### src/rtl/hfd_pkg.sv
// Shared types, constants and the frame classifier for the HTTP/3 deframer.
// No dependencies; every other file imports this package.
package hfd_pkg;

	localparam int VAL_W      = 62;
	localparam int FIFO_DEPTH = 4;
	localparam int PTR_W      = 2;
	localparam int CNT_W      = 3;

	// result kinds
	localparam logic RK_HEADER  = 1'b0;
	localparam logic RK_PAYLOAD = 1'b1;

	// frame type codes that the classifier recognises; the four HTTP/2 codes share the reserved class
	localparam logic [3:0] FT_DATA         = 4'h0;
	localparam logic [3:0] FT_HEADERS      = 4'h1;
	localparam logic [3:0] FT_H2_PRIORITY  = 4'h2;
	localparam logic [3:0] FT_CANCEL_PUSH  = 4'h3;
	localparam logic [3:0] FT_SETTINGS     = 4'h4;
	localparam logic [3:0] FT_PUSH_PROMISE = 4'h5;
	localparam logic [3:0] FT_H2_PING      = 4'h6;
	localparam logic [3:0] FT_GOAWAY       = 4'h7;
	localparam logic [3:0] FT_H2_WINDOW    = 4'h8;
	localparam logic [3:0] FT_H2_CONT      = 4'h9;
	localparam logic [3:0] FT_MAX_PUSH_ID  = 4'hD;

	// varint size codes (top two bits of the first byte)
	localparam logic [1:0] VS_1 = 2'd0;
	localparam logic [1:0] VS_2 = 2'd1;
	localparam logic [1:0] VS_4 = 2'd2;
	localparam logic [1:0] VS_8 = 2'd3;

	typedef enum logic [1:0] {
		PH_TYPE    = 2'd0,
		PH_LEN     = 2'd1,
		PH_PAYLOAD = 2'd2
	} phase_t;

	typedef enum logic [3:0] {
		FC_DATA         = 4'd0,
		FC_HEADERS      = 4'd1,
		FC_CANCEL_PUSH  = 4'd2,
		FC_SETTINGS     = 4'd3,
		FC_PUSH_PROMISE = 4'd4,
		FC_GOAWAY       = 4'd5,
		FC_MAX_PUSH_ID  = 4'd6,
		FC_RESERVED     = 4'd7,
		FC_UNKNOWN      = 4'd8
	} frame_class_t;

	// one result as it travels from the parser to the output stage
	typedef struct packed {
		logic             kind;
		logic [VAL_W-1:0] rtype;
		logic [VAL_W-1:0] len;
		logic [7:0]       pbyte;
		logic             last;
	} hfd_rec_t;

	function automatic frame_class_t classify(input logic [VAL_W-1:0] t);
		frame_class_t c;
		c = FC_UNKNOWN;
		if (t[VAL_W-1:4] == '0) begin
			case (t[3:0])
				FT_DATA:         c = FC_DATA;
				FT_HEADERS:      c = FC_HEADERS;
				FT_CANCEL_PUSH:  c = FC_CANCEL_PUSH;
				FT_SETTINGS:     c = FC_SETTINGS;
				FT_PUSH_PROMISE: c = FC_PUSH_PROMISE;
				FT_GOAWAY:       c = FC_GOAWAY;
				FT_MAX_PUSH_ID:  c = FC_MAX_PUSH_ID;
				FT_H2_PRIORITY, FT_H2_PING, FT_H2_WINDOW, FT_H2_CONT: c = FC_RESERVED;
				default:         c = FC_UNKNOWN;
			endcase
		end
		return c;
	endfunction

endpackage

### src/rtl/http3_frame_deframer.sv
// Top level of the HTTP/3 frame deframer: parser, result queue and output stage.
// Depends on hfd_pkg, hfd_front, hfd_fifo and hfd_back.
//
//   channel  | direction | handshake          | payload
//   ---------+-----------+--------------------+----------------------------------------
//   input    | in        | push / full        | data_byte, stream_start
//   result   | out       | pop / empty        | result_kind, frame_type, frame_class,
//            |           |                    | frame_length, payload_byte, last
//
// One byte per cycle is taken while the four-entry result queue has room.
// A result reaches the ports by way of the queue write, then the output register.
// Header bytes yield no result until the length varint completes.
// Reset clears parser state, queue pointers and the output valid flag.
// A stalled result side fills the queue; full then rises and holds input off.
module http3_frame_deframer import hfd_pkg::*; (
	input  logic             clk,
	input  logic             arst_n,
	input  logic             push,
	output logic             full,
	input  logic [7:0]       data_byte,
	input  logic             stream_start,
	output logic             empty,
	input  logic             pop,
	output logic             result_kind,
	output logic [VAL_W-1:0] frame_type,
	output logic [3:0]       frame_class,
	output logic [VAL_W-1:0] frame_length,
	output logic [7:0]       payload_byte,
	output logic             last
);

	logic     q_full, wr_en, rd_valid, rd_en;
	hfd_rec_t wr_rec, rd_rec;

	hfd_front u_front (
		.clk          (clk),
		.arst_n       (arst_n),
		.push         (push),
		.q_full       (q_full),
		.data_byte    (data_byte),
		.stream_start (stream_start),
		.full         (full),
		.wr_en        (wr_en),
		.wr_rec       (wr_rec)
	);

	hfd_fifo u_fifo (
		.clk      (clk),
		.arst_n   (arst_n),
		.wr_en    (wr_en),
		.wr_rec   (wr_rec),
		.q_full   (q_full),
		.rd_valid (rd_valid),
		.rd_rec   (rd_rec),
		.rd_en    (rd_en)
	);

	hfd_back u_back (
		.clk          (clk),
		.arst_n       (arst_n),
		.rd_valid     (rd_valid),
		.rd_rec       (rd_rec),
		.rd_en        (rd_en),
		.pop          (pop),
		.empty        (empty),
		.result_kind  (result_kind),
		.frame_type   (frame_type),
		.frame_class  (frame_class),
		.frame_length (frame_length),
		.payload_byte (payload_byte),
		.last         (last)
	);

endmodule

### src/rtl/hfd_front.sv
// Front end: takes stream bytes, collects the type and length varints, tracks payload.
// Emits one result record per frame header and one per payload byte. Depends on hfd_pkg.
module hfd_front import hfd_pkg::*; (
	input  logic     clk,
	input  logic     arst_n,
	input  logic     push,
	input  logic     q_full,
	input  logic [7:0] data_byte,
	input  logic     stream_start,
	output logic     full,
	output logic     wr_en,
	output hfd_rec_t wr_rec
);

	phase_t           phase_q, phase_n, phase_e;
	logic [2:0]       left_q, left_n, left_e, left_v;
	logic [VAL_W-1:0] acc_q, acc_n, acc_v;
	logic [VAL_W-1:0] held_q, held_n;
	logic [VAL_W-1:0] rem_q, rem_n, rem_e, rem_dec;
	logic             accept, done;

	assign full   = q_full;
	assign accept = push & ~q_full;

	// a fresh buffer drops any partial frame before this byte is parsed
	assign phase_e = stream_start ? PH_TYPE : phase_q;
	assign left_e  = stream_start ? 3'd0 : left_q;
	assign rem_e   = stream_start ? '0 : rem_q;
	assign rem_dec = (rem_e != '0) ? rem_e - VAL_W'(1) : rem_e;

	// varint collector
	always_comb begin
		if (left_e == 3'd0) begin
			acc_v = {{(VAL_W-6){1'b0}}, data_byte[5:0]};
			case (data_byte[7:6])
				VS_1:    left_v = 3'd0;
				VS_2:    left_v = 3'd1;
				VS_4:    left_v = 3'd3;
				VS_8:    left_v = 3'd7;
				default: left_v = 3'd0;
			endcase
		end else begin
			acc_v  = {acc_q[VAL_W-9:0], data_byte};
			left_v = left_e - 3'd1;
		end
	end
	assign done = (left_v == 3'd0);

	// next state
	always_comb begin
		phase_n = phase_q;
		left_n  = left_q;
		acc_n   = acc_q;
		held_n  = held_q;
		rem_n   = rem_q;
		if (accept) begin
			phase_n = phase_e;
			left_n  = left_e;
			held_n  = stream_start ? '0 : held_q;
			rem_n   = rem_e;
			case (phase_e)
				PH_PAYLOAD: begin
					rem_n = rem_dec;
					if (rem_dec == '0)
						phase_n = PH_TYPE;
				end
				PH_LEN: begin
					acc_n  = acc_v;
					left_n = left_v;
					if (done) begin
						acc_n = '0;
						if (acc_v == '0) begin
							phase_n = PH_TYPE;
							rem_n   = '0;
						end else begin
							phase_n = PH_PAYLOAD;
							rem_n   = acc_v;
						end
					end
				end
				default: begin
					acc_n  = acc_v;
					left_n = left_v;
					if (done) begin
						held_n  = acc_v;
						acc_n   = '0;
						phase_n = PH_LEN;
					end
				end
			endcase
		end
	end

	// result record
	always_comb begin
		wr_en  = 1'b0;
		wr_rec = '0;
		if (accept) begin
			case (phase_e)
				PH_PAYLOAD: begin
					wr_en        = 1'b1;
					wr_rec.kind  = RK_PAYLOAD;
					wr_rec.pbyte = data_byte;
					wr_rec.last  = (rem_e == VAL_W'(1));
				end
				PH_LEN: begin
					wr_en        = done;
					wr_rec.kind  = RK_HEADER;
					wr_rec.rtype = held_q;
					wr_rec.len   = acc_v;
					wr_rec.last  = (acc_v == '0);
				end
				default: begin
					wr_en = 1'b0;
				end
			endcase
		end
	end

	always_ff @(posedge clk or negedge arst_n) begin
		if (!arst_n) begin
			phase_q <= PH_TYPE;
			left_q  <= 3'd0;
			acc_q   <= '0;
			held_q  <= '0;
			rem_q   <= '0;
		end else begin
			phase_q <= phase_n;
			left_q  <= left_n;
			acc_q   <= acc_n;
			held_q  <= held_n;
			rem_q   <= rem_n;
		end
	end

endmodule

### src/rtl/hfd_fifo.sv
// Short result queue between the parser and the output stage.
// Holds hfd_rec_t records; depends on hfd_pkg.
module hfd_fifo import hfd_pkg::*; (
	input  logic     clk,
	input  logic     arst_n,
	input  logic     wr_en,
	input  hfd_rec_t wr_rec,
	output logic     q_full,
	output logic     rd_valid,
	output hfd_rec_t rd_rec,
	input  logic     rd_en
);

	hfd_rec_t         mem [FIFO_DEPTH];
	logic [PTR_W-1:0] wr_ptr_q, rd_ptr_q;
	logic [CNT_W-1:0] cnt_q;
	logic             do_wr, do_rd;

	assign q_full   = (cnt_q == CNT_W'(FIFO_DEPTH));
	assign rd_valid = (cnt_q != '0);
	assign rd_rec   = mem[rd_ptr_q];
	assign do_wr    = wr_en & ~q_full;
	assign do_rd    = rd_en & rd_valid;

	always_ff @(posedge clk) begin
		if (do_wr)
			mem[wr_ptr_q] <= wr_rec;
	end

	always_ff @(posedge clk or negedge arst_n) begin
		if (!arst_n) begin
			wr_ptr_q <= '0;
			rd_ptr_q <= '0;
			cnt_q    <= '0;
		end else begin
			if (do_wr)
				wr_ptr_q <= wr_ptr_q + PTR_W'(1);
			if (do_rd)
				rd_ptr_q <= rd_ptr_q + PTR_W'(1);
			case ({do_wr, do_rd})
				2'b10:   cnt_q <= cnt_q + CNT_W'(1);
				2'b01:   cnt_q <= cnt_q - CNT_W'(1);
				default: cnt_q <= cnt_q;
			endcase
		end
	end

endmodule

### src/rtl/hfd_back.sv
// Back end: classifies the frame type and holds the result on the output ports.
// Drains hfd_fifo; depends on hfd_pkg.
module hfd_back import hfd_pkg::*; (
	input  logic             clk,
	input  logic             arst_n,
	input  logic             rd_valid,
	input  hfd_rec_t         rd_rec,
	output logic             rd_en,
	input  logic             pop,
	output logic             empty,
	output logic             result_kind,
	output logic [VAL_W-1:0] frame_type,
	output logic [3:0]       frame_class,
	output logic [VAL_W-1:0] frame_length,
	output logic [7:0]       payload_byte,
	output logic             last
);

	logic             valid_q;
	logic             kind_q, last_q;
	logic [VAL_W-1:0] rtype_q, len_q;
	logic [3:0]       class_q;
	logic [7:0]       pbyte_q;
	logic             is_hdr;

	// refill when the register is free or its result moves out this cycle
	assign rd_en  = rd_valid & (~valid_q | pop);
	assign is_hdr = (rd_rec.kind == RK_HEADER);

	always_ff @(posedge clk or negedge arst_n) begin
		if (!arst_n)
			valid_q <= 1'b0;
		else if (rd_en)
			valid_q <= 1'b1;
		else if (pop)
			valid_q <= 1'b0;
	end

	always_ff @(posedge clk) begin
		if (rd_en) begin
			kind_q  <= rd_rec.kind;
			rtype_q <= is_hdr ? rd_rec.rtype : '0;
			len_q   <= is_hdr ? rd_rec.len : '0;
			class_q <= is_hdr ? 4'(classify(rd_rec.rtype)) : 4'(FC_DATA);
			pbyte_q <= is_hdr ? 8'd0 : rd_rec.pbyte;
			last_q  <= rd_rec.last;
		end
	end

	assign empty        = ~valid_q;
	assign result_kind  = kind_q;
	assign frame_type   = rtype_q;
	assign frame_class  = class_q;
	assign frame_length = len_q;
	assign payload_byte = pbyte_q;
	assign last         = last_q;

endmodule

### config.mk
export PLATFORM = sky130hd
export DESIGN_NAME = http3_frame_deframer
export DESIGN_NICKNAME = d
export VERILOG_FILES = /design/src/rtl/hfd_pkg.sv /design/src/rtl/http3_frame_deframer.sv /design/src/rtl/hfd_front.sv /design/src/rtl/hfd_fifo.sv /design/src/rtl/hfd_back.sv
export SDC_FILE = /design/constraint.sdc
export NUM_CORES = 1
export LEC_CHECK = 0
export ABC_CLOCK_PERIOD_IN_PS = 7600
export BUFFER_PORTS_ARGS = -buffer_cell sky130_fd_sc_hd__clkbuf_2
export CORE_MARGIN = 3
export CORE_UTILIZATION = 40
export CTS_BUF_LIST = sky130_fd_sc_hd__clkbuf_16
export CTS_CLUSTER_SIZE = 12
export DETAILED_ROUTE_END_ITERATION = 10
export PLACE_DENSITY = 0.58
export SLEW_MARGIN = 30
export SYNTH_ARGS = -nofsm -noshare
export SYNTH_HDL_FRONTEND = slang
export SYNTH_HIERARCHICAL = 1
export SYNTH_SLANG_ARGS = --single-unit
### constraint.sdc
create_clock -name clk -period 7.6 [get_ports clk]
set_clock_uncertainty 0.1 [all_clocks]
set_input_delay 1.52 -clock clk [delete_from_list [all_inputs] [get_ports clk]]
set_output_delay 1.52 -clock clk [all_outputs]
set_load 0.02 [all_outputs]
# Word-level counts from Yosys, hierarchy flattened
# Memory sizes are Yosys's and may differ from the RTL's.
# Cells that the tools add are included.
[op_classes] n_mux=33 addsub=6 reduce_logical=13 bitwise=9 n_eq_ne=9
[ops] op="$mux 62" count=8
[ops] op="$mux 134" count=1
[ops] op="$logic_not 62->1" count=2
[ops] op="$mux 124" count=1
[ops] op="$pmux 62 s2" count=1
[ops] op="$eq 62x1->1 const B" count=1
[ops] op="$reduce_bool 62->1" count=1
[ops] op="$sub 62x1->62 const B" count=1
[ops] op="$logic_not 58->1" count=1
[ops] op="$mux 54" count=1
[ops] op="$pmux 3 s4" count=1
[ops] op="$mux 2" count=5
[ops] op="$mux 3" count=3
[ops] op="$eq 2x2->1 const B" count=4
[ops] op="$mux 8" count=1
[ops] op="$eq 2x1->1 const B" count=3
[ops] op="$logic_not 3->1" count=2
[ops] op="$mux 1" count=6
[ops] op="$pmux 3 s2" count=1
[ops] op="$sub 3x1->3 const B" count=2
[ops] op="$add 2x1->2 const B" count=2
[ops] op="$and 1x1->1" count=4
[ops] op="$mux 4" count=1
[ops] op="$not 1->1" count=4
[ops] op="10 further kinds" count=13
[totals] romBits=64 out_inout_bits=140 regBits=329 ram_bits=536 n_memories=2
[mem_list] memory="u_fifo.mem" words=4 word_bits=134 rd=1 rd_ports_with_merged_regs=0 wr=1 line="hfd_fifo.sv:14" text="hfd_rec_t mem [FIFO_DEPTH];"
[mem_list] memory="(no name shown)" words=16 word_bits=4 rd=1 rd_ports_with_merged_regs=0 wr=0 line="hfd_pkg.sv:64" text="case (t[3:0])"

# Depth between registers and ports, before layout
# Gate-level depths: netlist of the first run.
[logic_depth] depth_word=9 depth_mapped=26 mapped_depth_nobuf=17

# Cells and area by module
# The synthesis of the first run kept the hierarchy.
[by_module_without_submodules] mod="hfd_fifo" area_each_um2=19710.2 seq_area_each_um2=16270.6 cells_per_inst=737 n_inst=1
[by_module_without_submodules] mod="hfd_front" area_each_um2=12520.8 seq_area_each_um2=4579.4 cells_per_inst=1608 n_inst=1
[by_module_without_submodules] mod="hfd_back" area_each_um2=5395.2 seq_area_each_um2=4169.0 cells_per_inst=337 n_inst=1

# Worst setup path before layout of the first run
# Ideal clock, no wire load.
[synth_timing] path_kind="input port to flip-flop" start="in stream_start" end="mem u_fifo/mem[0][0] in the netlist's numbering (enable)" arrival_ps=8451 path_stages=20 setup_ps=509 slack_ps=-1461 cell_sequence="buf_2 > buf_1 > inv_2 > clkbuf_1 > buf_1 > clkbuf_1 > clkbuf_1 > buf_1 > nand2_1 > ha_1 > ha_1 > nand2_1 > nor3_1 > a21o_1 > clkbuf_1 > clkbuf_1 > a21oi_1 > nor2_1 > nor2b_1 > and2_1"
[synth_between] elab_chain_cells=9 word_cells_on_any_way=13 cone_classes="add/sub (1); eq/ne (2); mux (7); bitwise (1); reduce/logical (2)"
[synth_rtl] element="start: declaration" line="http3_frame_deframer.sv:21" text="input logic stream_start,"
[synth_rtl] element="$mux 3" line="hfd_front.sv:27" text="assign left_e = stream_start ? 3'd0 : left_q;"
[synth_rtl] element="$sub 3x1->3 or $logic_not 3->1 (tied branches)" line="hfd_front.sv:44, hfd_front.sv:33"
[synth_rtl] element="$mux 3" line="hfd_front.sv:33" text="if (left_e == 3'd0) begin"
[synth_rtl] element="$logic_not 3->1" line="hfd_front.sv:47" text="assign done = (left_v == 3'd0);"
[synth_rtl] element="$pmux 1 s2 (*)" line="hfd_front.sv:99" text="case (phase_e)"
[synth_rtl] element="$mux 1 (*)" line="hfd_front.sv:98" text="if (accept) begin"
[synth_rtl] element="via wr_en" line="http3_frame_deframer.sv:32" text="logic q_full, wr_en, rd_valid, rd_en;"
[synth_rtl] element="$and 1x1->1 (*)" line="hfd_fifo.sv:22" text="assign do_wr = wr_en & ~q_full;"
[synth_rtl] element="$mux 1 (*)" line="hfd_fifo.sv:26" text="if (do_wr)"
[synth_rtl] element="$mux 1 (not written as such) (*)" line="hfd_fifo.sv:27" text="mem[wr_ptr_q] <= wr_rec;"
[synth_rtl] element="end: declaration" line="hfd_fifo.sv:14"
# Mark *: on every way through the listed nets, which the timed path passes. The rest lies on a longest branch.

# Worst setup path in the final report of the first run
[layout_timing] start="in stream_start" end="mem u_fifo/mem[0][125] in the netlist's numbering (enable)"
# The elaborated chain is that of the path after synthesis.

==> implementation parameters, run 1 <==
Parameter                              Value

Yosys
  Area of the mapped netlist ... 37600 um2
  Cells taking the most area after synthesis ... edfxtp_1 54%, dfrtp_1 13%, mux4_2 8.0%, nand2_1 2.7%, nor2b_1 2.5%
  Warning count from the yosys run ... 6
  EDFF count, synth ... 674
  Top FF cell, synth ... edfxtp_1
  Syn Area/Cell ... 14.0 um2
  Area share of the largest cell type after synthesis ... 53.8%
  Net Count, Synth ... 2710
  Yosys reg bits ... 865
  Cell variety after synth ... 91
  Post-synthesis cell type with the largest combined area ... edfxtp_1
  Fraction of registers with async set or reset after synthesis ... 22.1%
  Share of the yosys chip area belonging to registers ... 66.5%
  Gate count of the mapped netlist ... 2682

Routing
  Sum of routed wire length over all layers ... 107000 um
  Detail-routed via count per cell ... 5.78
  Detailed router's first-iteration violation count ... 2424
  Total vias in the final route ... 23.7k
  WL per Instance ... 26.1 um
  Residual DRC count ... 0
  Antenna-violating nets left ... 0
  DRT Pass-1 Iters ... 8

Clocking
  Max Root-Sink Buffers ... 3
  Number of clock sinks ... 865
  Hold-fix buffers at CTS ... 0
  Clock root buffer master ... clkbuf_16
  Clock network latency to the later pin of the worst-skew pair ... 0.68 ns
  Cts repair resizes ... 0
  Number of clock buffers inserted by TritonCTS ... 93
  Level count of the clock H-tree ... 3
  Buffer count from post-CTS setup fixing ... 0
  Clock Pin Slew Worst Setup and Hold Paths ... 0.06 ns
  TritonCTS clock tree ... done

Timing
  Top achievable clock speed ... 176 MHz
  Final setup violation count ... 0
  RSZ-0062 raised after global routing ... false
  Worst-case headroom to the max-slew limit ... 42.9%
  Hold Fails Final Rpt ... 0
  Ratio of final minimum period to clock period ... 74.7%
  Final Max Slew Viols ... 0
  Final worst setup slack ... 1.92 ns
  Crit path time final ... 5.68 ns
  Final-layout setup total negative slack ... 0 ns
  Worst hold slack after final layout ... 0.370 ns
  Least-Margin Pin Slew ... 0.856 ns

Finish
  Net total in the final layout ... 2814
  Area growth from synthesis to layout ... 13.3%
  Share of final-layout standard cells stronger than drive strength 1 ... 18.0%
  Number of fill cells in the layout ... 8210
  Storage cell area ... 25000 um2
  Area of the multi-input gates ... 11700 um2
  Commonest cells after routing, fill and taps aside ... 674 x edfxtp_1, 264 x nand2_1, 190 x o21ai_0
  Commonest non-fill, non-tap cell in the layout ... edfxtp_1

Pwr
  Switching share of power ... 32.7%
  Net switching power ... 4610 uW
  Share of power burned in registers ... 42.6%
  Comb pwr share ... 27.1%
  Internal cell power ... 9500 uW
  Pwr Density ... 331 nW/um2
  Maximum VDD drop ... 197 uV
  Clk pwr share ... 30.2%
  Static leakage power ... 0.0150 uW

Floorplanning
  Placement Rows ... 111
  Die height ... 313 um
  Die ar. ... 97800 um2
  Number of top-level design ports ... 153
  Core area ... 92500 um2
  Starting density of the core ... 40.7%
  Width of the chip ... 313 um

Worst setup path
  Highest net fanout along the worst path ... 64
  Number of buffer and inverter instances along the worst setup path ... 4
  Kind of launch point of the worst setup path ... input port
  Data arrival time of the critical path ... 5.89 ns
  Largest delay share family, worst path ... buffers and inverters
  Reg-to-reg startpoint ... u_front/rem_q[8]$_DFFE_PN0P_
  Worst stage delay on the critical path ... 0.68 ns
  CP Capture Type ... flip-flop
  Most frequent cell on the critical path ... buf_4
  Highest-delay cell along the critical path ... and2_4
  Crit path required time ... 7.81 ns
  Critical-path cell list ... buf_4 > buf_4 > nand2b_1 > ha_1 > ha_1 > buf_4 > a21o_2 > a21oi_1 > nor2_1 > nor2b_1 > and2_4 > buf_4
  Critical setup path kind ... input port to flip-flop
  Critical path startpoint ... stream_start

GRT
  Largest net degree at the start of global routing ... 112
  First-pass GRT wire length ... 159000 um
  Total global-route track usage ... 21.7%
  Residual overflow from global routing ... 0
  Number of global-route vias before repair ... 23.5k
  Number of antenna violations at the first check in global routing ... 7

Min path
  HP Start ... u_front/held_q[38]$_DFFE_PN0P_
  Worst min-delay path category ... flip-flop to flip-flop

Place
  Count of buffers from port buffering ... 152
  HPWL after detailed placement ... 70800 um
  GP Congestion ... 0.969
  Setup Slack @ Placement ... 1.39 ns

Status
  Outcome ... completed

Flow run
  Maxcap violations ... 0
through the flow:
| step | area (um2) | power [uW] | cells | utilization [%] |
|---|---|---|---|---|
| 6_report | 42600 | 14100 | 4105 | 46.1 |
| 2_1_floorplan | 37600 | 8650 | 2682 | - |
| 3_5_place_dp | 39700 | 9960 | 3932 | 42.9 |
| 5_1_grt | 42600 | 14800 | 4103 | 46.1 |
| 4_1_cts | 42600 | 14200 | 4101 | 46.0 |
| 3_3_place_gp | 39700 | 9930 | 3932 | 42.9 |
cell families (layout without fill, tap and decap cells):
kind of cell,Yosys count,in the layout,synth area share [%]
fa+ha+maj,15,15,0.519
xor+xnor,41,41,0.954
simple gates,926,926,12.9
other cells,0,2,0
flops,865,865,66.5
compound gates,451,451,7.79
buf+inv,223,401,2.54
mux,161,161,8.75
cell type report:
class | instances | area share (%)
Antenna cell | 2 | 0.0117
Inverter | 25 | 0.220
Clock inverter | 75 | 1.29
Multi-Input combinational cell | 1594 | 27.5
Tap cell | 1243 | 3.65
Clock buffer | 94 | 5.52
Timing Repair Buffer | 207 | 3.10
Sequential cell | 865 | 58.7
layer usage:
layer / wire, um / global-route usage (%) / share of wire (%)
met5: 23 / 0 / 0.021
met4: 3200 / 7.22 / 3.0
met3: 8150 / 4.31 / 7.6
met2: 50900 / 34.8 / 48
met1: 44700 / 29.7 / 42
synthesized netlist by cell type (8+ instances only):
cell type	count
edfxtp_1	674
nor2_1	146
mux2i_1	23
nand4_1	17
o31ai_1	62
nor4_1	55
or3_1	11
or4_1	13
clkbuf_1	146
mux4_2	134
xor2_1	19
dfrtp_1	191
and3_1	76
inv_1	24
nor2b_1	153
a21o_1	8
nand2_1	266
and2_1	18
a21oi_1	45
o21ai_0	190
buf_6	9
nand3_1	32
xnor2_1	22
ha_1	14
nor3_1	35
a22oi_1	32
buf_1	15
a22o_1	13
buf_2	24
a31oi_1	15
nand2b_1	61
power by group through the flow:
stage	registers, uW	logic, uW	clock network [uW]
5_1_grt	6070	4100	4570
3_3_place_gp	6110	3820	0
6_report	6010	3830	4270
2_1_floorplan	6430	2220	0
3_5_place_dp	6120	3840	0
4_1_cts	6020	3850	4370
worst reg2reg max path, stage by stage (launching register included):
cell and delay [ns]:
dfrtp_1 0.48, nor4_4 0.56, a31oi_1 0.34, nor3_1 0.44
nand2_1 0.51, and2_1 0.33, xnor2_1 0.15, or4b_1 0.53
or4_1 0.49, or4_1 0.53, o211a_1 0.15
registers in the layout, indices dropped and copies added (netlist names), 3 cells and up:
name / cells
u_back/frame_type: 62
u_back/frame_class: 4
u_front/acc_q: 54
u_back/payload_byte: 8
u_front/held_q: 62
u_front/rem_q: 62
u_fifo/mem: 536
u_fifo/cnt_q: 3
u_back/frame_length: 62
u_front/left_q: 3
path summary, 6_finish.rpt:
| check | endpoint | slack (ns) | cells past startpoint |
|---|---|---|---|
| worst max-delay path | u_fifo/mem[0][125]$_DFFE_PP_ | 1.92 | 12 |
| worst min-delay path | u_front/held_q[38]$_DFFE_PN0P_ | 0.37 | 2 |
| worst max register to register | u_front/phase_q[0]$_DFFE_PN0P_ | 2.87 | 10 |
| worst min register to register | u_front/held_q[38]$_DFFE_PN0P_ | 0.37 | 2 |
| max in group asynchronous | u_fifo/rd_ptr_q[0]$_DFFE_PN0P_ | 5.31 | 2 |
| min in group asynchronous | u_front/rem_q[35]$_DFFE_PN0P_ | 0.73 | 1 |
No activity file was read; power rests on OpenSTA's default activity.
==> run 2: changes to the inputs <==
--- a/config.mk
+++ b/config.mk
@@ -5,7 +5,7 @@
 export SDC_FILE = /design/constraint.sdc
 export NUM_CORES = 1
 export LEC_CHECK = 0
-export ABC_CLOCK_PERIOD_IN_PS = 7600
+export ABC_CLOCK_PERIOD_IN_PS = 5700
 export BUFFER_PORTS_ARGS = -buffer_cell sky130_fd_sc_hd__clkbuf_2
 export CORE_MARGIN = 3
 export CORE_UTILIZATION = 40
==> constraint.sdc (replaced) <==
create_clock -name clk -period 5.7 [get_ports clk]
set_clock_uncertainty 0.1 [all_clocks]
set_input_delay 1.14 -clock clk [delete_from_list [all_inputs] [get_ports clk]]
set_output_delay 1.14 -clock clk [all_outputs]
set_load 0.02 [all_outputs]
==> run 2 against run 1 <==
- flip-flop and latch count stayed put
- register-to-register slack got worse by 1.7 ns
- critical endpoint is now u_front/phase_q[0]$_DFFE_PN0P_
- worst hold slack better by 0.0044 ns
- combinational power grew 36%
- critical path depth shrank 2
- sequential power up 33%
- utilization rose by 0.43 points
- first-iteration DRC count decreased by 2.2%
- clock power rose by 31%
- largest power group unchanged
==> implementation parameters, run 2 (synthesized netlist as in run 1, its figures left out) <==
Parameter                              Value

Status
  Outcome ... completed

Worst setup path
  Critical setup path kind ... flip-flop to flip-flop
  Highest-delay cell along the critical path ... nor4_1
  CP Capture Type ... flip-flop
  Worst stage delay on the critical path ... 0.78 ns
  Critical-path cell list ... nor4_1 > a41o_1 > nand4_1 > o21ai_1 > o311a_1 > and2_1 > nand4_1 > or4_1 > or4_1 > o211a_1
  Kind of launch point of the worst setup path ... flip-flop
  Data arrival time of the critical path ... 4.95 ns
  Logic depth of the worst register-to-register path ... 10
  Crit path required time ... 6.13 ns
  Highest net fanout along the worst path ... 7

Routing
  DRT Pass-1 Iters ... 6
  Sum of routed wire length over all layers ... 105000 um
  WL per Instance ... 25.3 um
  Antenna-violating nets left ... 0
  Residual DRC count ... 0
  Detailed router's first-iteration violation count ... 2371
  Detail-routed via count per cell ... 5.71
  Total vias in the final route ... 23.7k

Min path
  Worst min-delay path category ... flip-flop to flip-flop
  Cell count of the worst hold path ... 2

Timing
  Final Max Slew Viols ... 0
  Ratio of final minimum period to clock period ... 79.4%
  Final-layout setup total negative slack ... 0 ns
  Top achievable clock speed ... 221 MHz
  Worst-case headroom to the max-slew limit ... 34.6%
  Hold Fails Final Rpt ... 0
  Crit path time final ... 4.53 ns
  Worst hold slack after final layout ... 0.374 ns
  Least-Margin Pin Slew ... 0.969 ns
  RSZ-0062 raised after global routing ... false
  Final setup violation count ... 0

Floorplanning
  Core area ... 92500 um2
  Number of top-level design ports ... 153
  Die height ... 313 um
  Die ar. ... 97800 um2
  Placement Rows ... 111
  Width of the chip ... 313 um
  Starting density of the core ... 40.7%

Pwr
  Internal cell power ... 12700 uW
  Tot Pwr ... 18800 uW
  Maximum VDD drop ... 242 uV
  Clk pwr share ... 29.8%
  Pwr Density ... 437 nW/um2
  Comb pwr share ... 27.8%
  Net switching power ... 6070 uW
  Switching share of power ... 32.3%
  Static leakage power ... 0.0153 uW
  Share of power burned in registers ... 42.5%

Finish
  Final standard cell area without fillers ... 43000 um2
  Max reg flops ... 536
  Commonest cells after routing, fill and taps aside ... 674 x edfxtp_1, 263 x nand2_1, 190 x o21ai_0
  Reg with most FFs ... u_fifo/mem
  Net total in the final layout ... 2857
  Area growth from synthesis to layout ... 14.4%
  Share of final-layout standard cells stronger than drive strength 1 ... 19.3%
  Commonest non-fill, non-tap cell in the layout ... edfxtp_1
  Final cell count without fillers ... 4150

Clocking
  Number of clock buffers inserted by TritonCTS ... 91
  TritonCTS clock tree ... done
  Hold-fix buffers at CTS ... 0
  Level count of the clock H-tree ... 3
  Buffer count from post-CTS setup fixing ... 0
  Max Root-Sink Buffers ... 3
  Number of clock sinks ... 865
  Cts repair resizes ... 0
  Clock Pin Slew Worst Setup and Hold Paths ... 0.06 ns
  Clock network latency to the later pin of the worst-skew pair ... 0.65 ns
  Clock root buffer master ... clkbuf_16

GRT
  Largest net degree at the start of global routing ... 121
  Total global-route track usage ... 21.4%
  Residual overflow from global routing ... 0
  First-pass GRT wire length ... 158000 um
  Number of antenna violations at the first check in global routing ... 1
  Number of global-route vias before repair ... 23.8k

Place
  Dpl cells ... 3978
  HPWL after detailed placement ... 70200 um
  GP Congestion ... 0.955
  Post-Place Cell Area ... 40100 um2
  Count of buffers from port buffering ... 152

Flow run
  Maxcap violations ... 0
[run 2: cell type report]
cell class	count	area (um2)
Sequential cell	865	25000
Tap cell	1243	1560
Multi-Input combinational cell	1594	11800
Inverter	25	93.8
Fill cell	8109	49500
Clock buffer	94	2350
Timing Repair Buffer	252	1760
Antenna cell	1	2.50
Clock inverter	76	494
[run 2: power by group through the flow]
stage	combinational (uW)	sequential (uW)	clock, uW
2_1_floorplan	2970	8550	0
3_3_place_gp	5140	8160	0
3_5_place_dp	5180	8190	0
4_1_cts	5190	8060	5750
5_1_grt	5590	8070	5990
6_report	5220	7990	5600
[run 2: worst paths after layout]
check	slack (ns)	start	to
min in group asynchronous	0.40	arst_n	u_front/acc_q[10]$_DFFE_PN0P_
max	1.17	u_front/rem_q[48]$_DFFE_PN0P_	u_front/phase_q[0]$_DFFE_PN0P_
min	0.37	u_front/held_q[43]$_DFFE_PN0P_	u_front/held_q[43]$_DFFE_PN0P_
max reg2reg	1.17	u_front/rem_q[48]$_DFFE_PN0P_	u_front/phase_q[0]$_DFFE_PN0P_
max in group asynchronous	3.92	arst_n	u_front/held_q[54]$_DFFE_PN0P_
min reg2reg	0.37	u_front/held_q[43]$_DFFE_PN0P_	u_front/held_q[43]$_DFFE_PN0P_
[run 2: per-stage QoR]
| stage | setup WS, ns | util, % |
|---|---|---|
| floorplan | 0.0302 | - |
| global placement | 0.703 | 43.4 |
| detailed placement | 0.740 | 43.4 |
| CTS | 1.31 | 46.5 |
| global route | 1.11 | 46.5 |
| finish | 1.17 | 46.5 |
[run 2: layer usage]
metal	global-route usage [%]	part of all wire (%)
met5	0	0
met4	9.09	4.2
met3	3.11	5.7
met2	34.3	47
met1	29.3	43
[run 2: worst max-delay path, delay by kind of cell (launching register included)]
kind             cells  cell delay [ns]
flip-flops           1             0.46
AND/OR/NAND/NOR      6             2.51
AO/OA/AOI/OAI        4             1.34
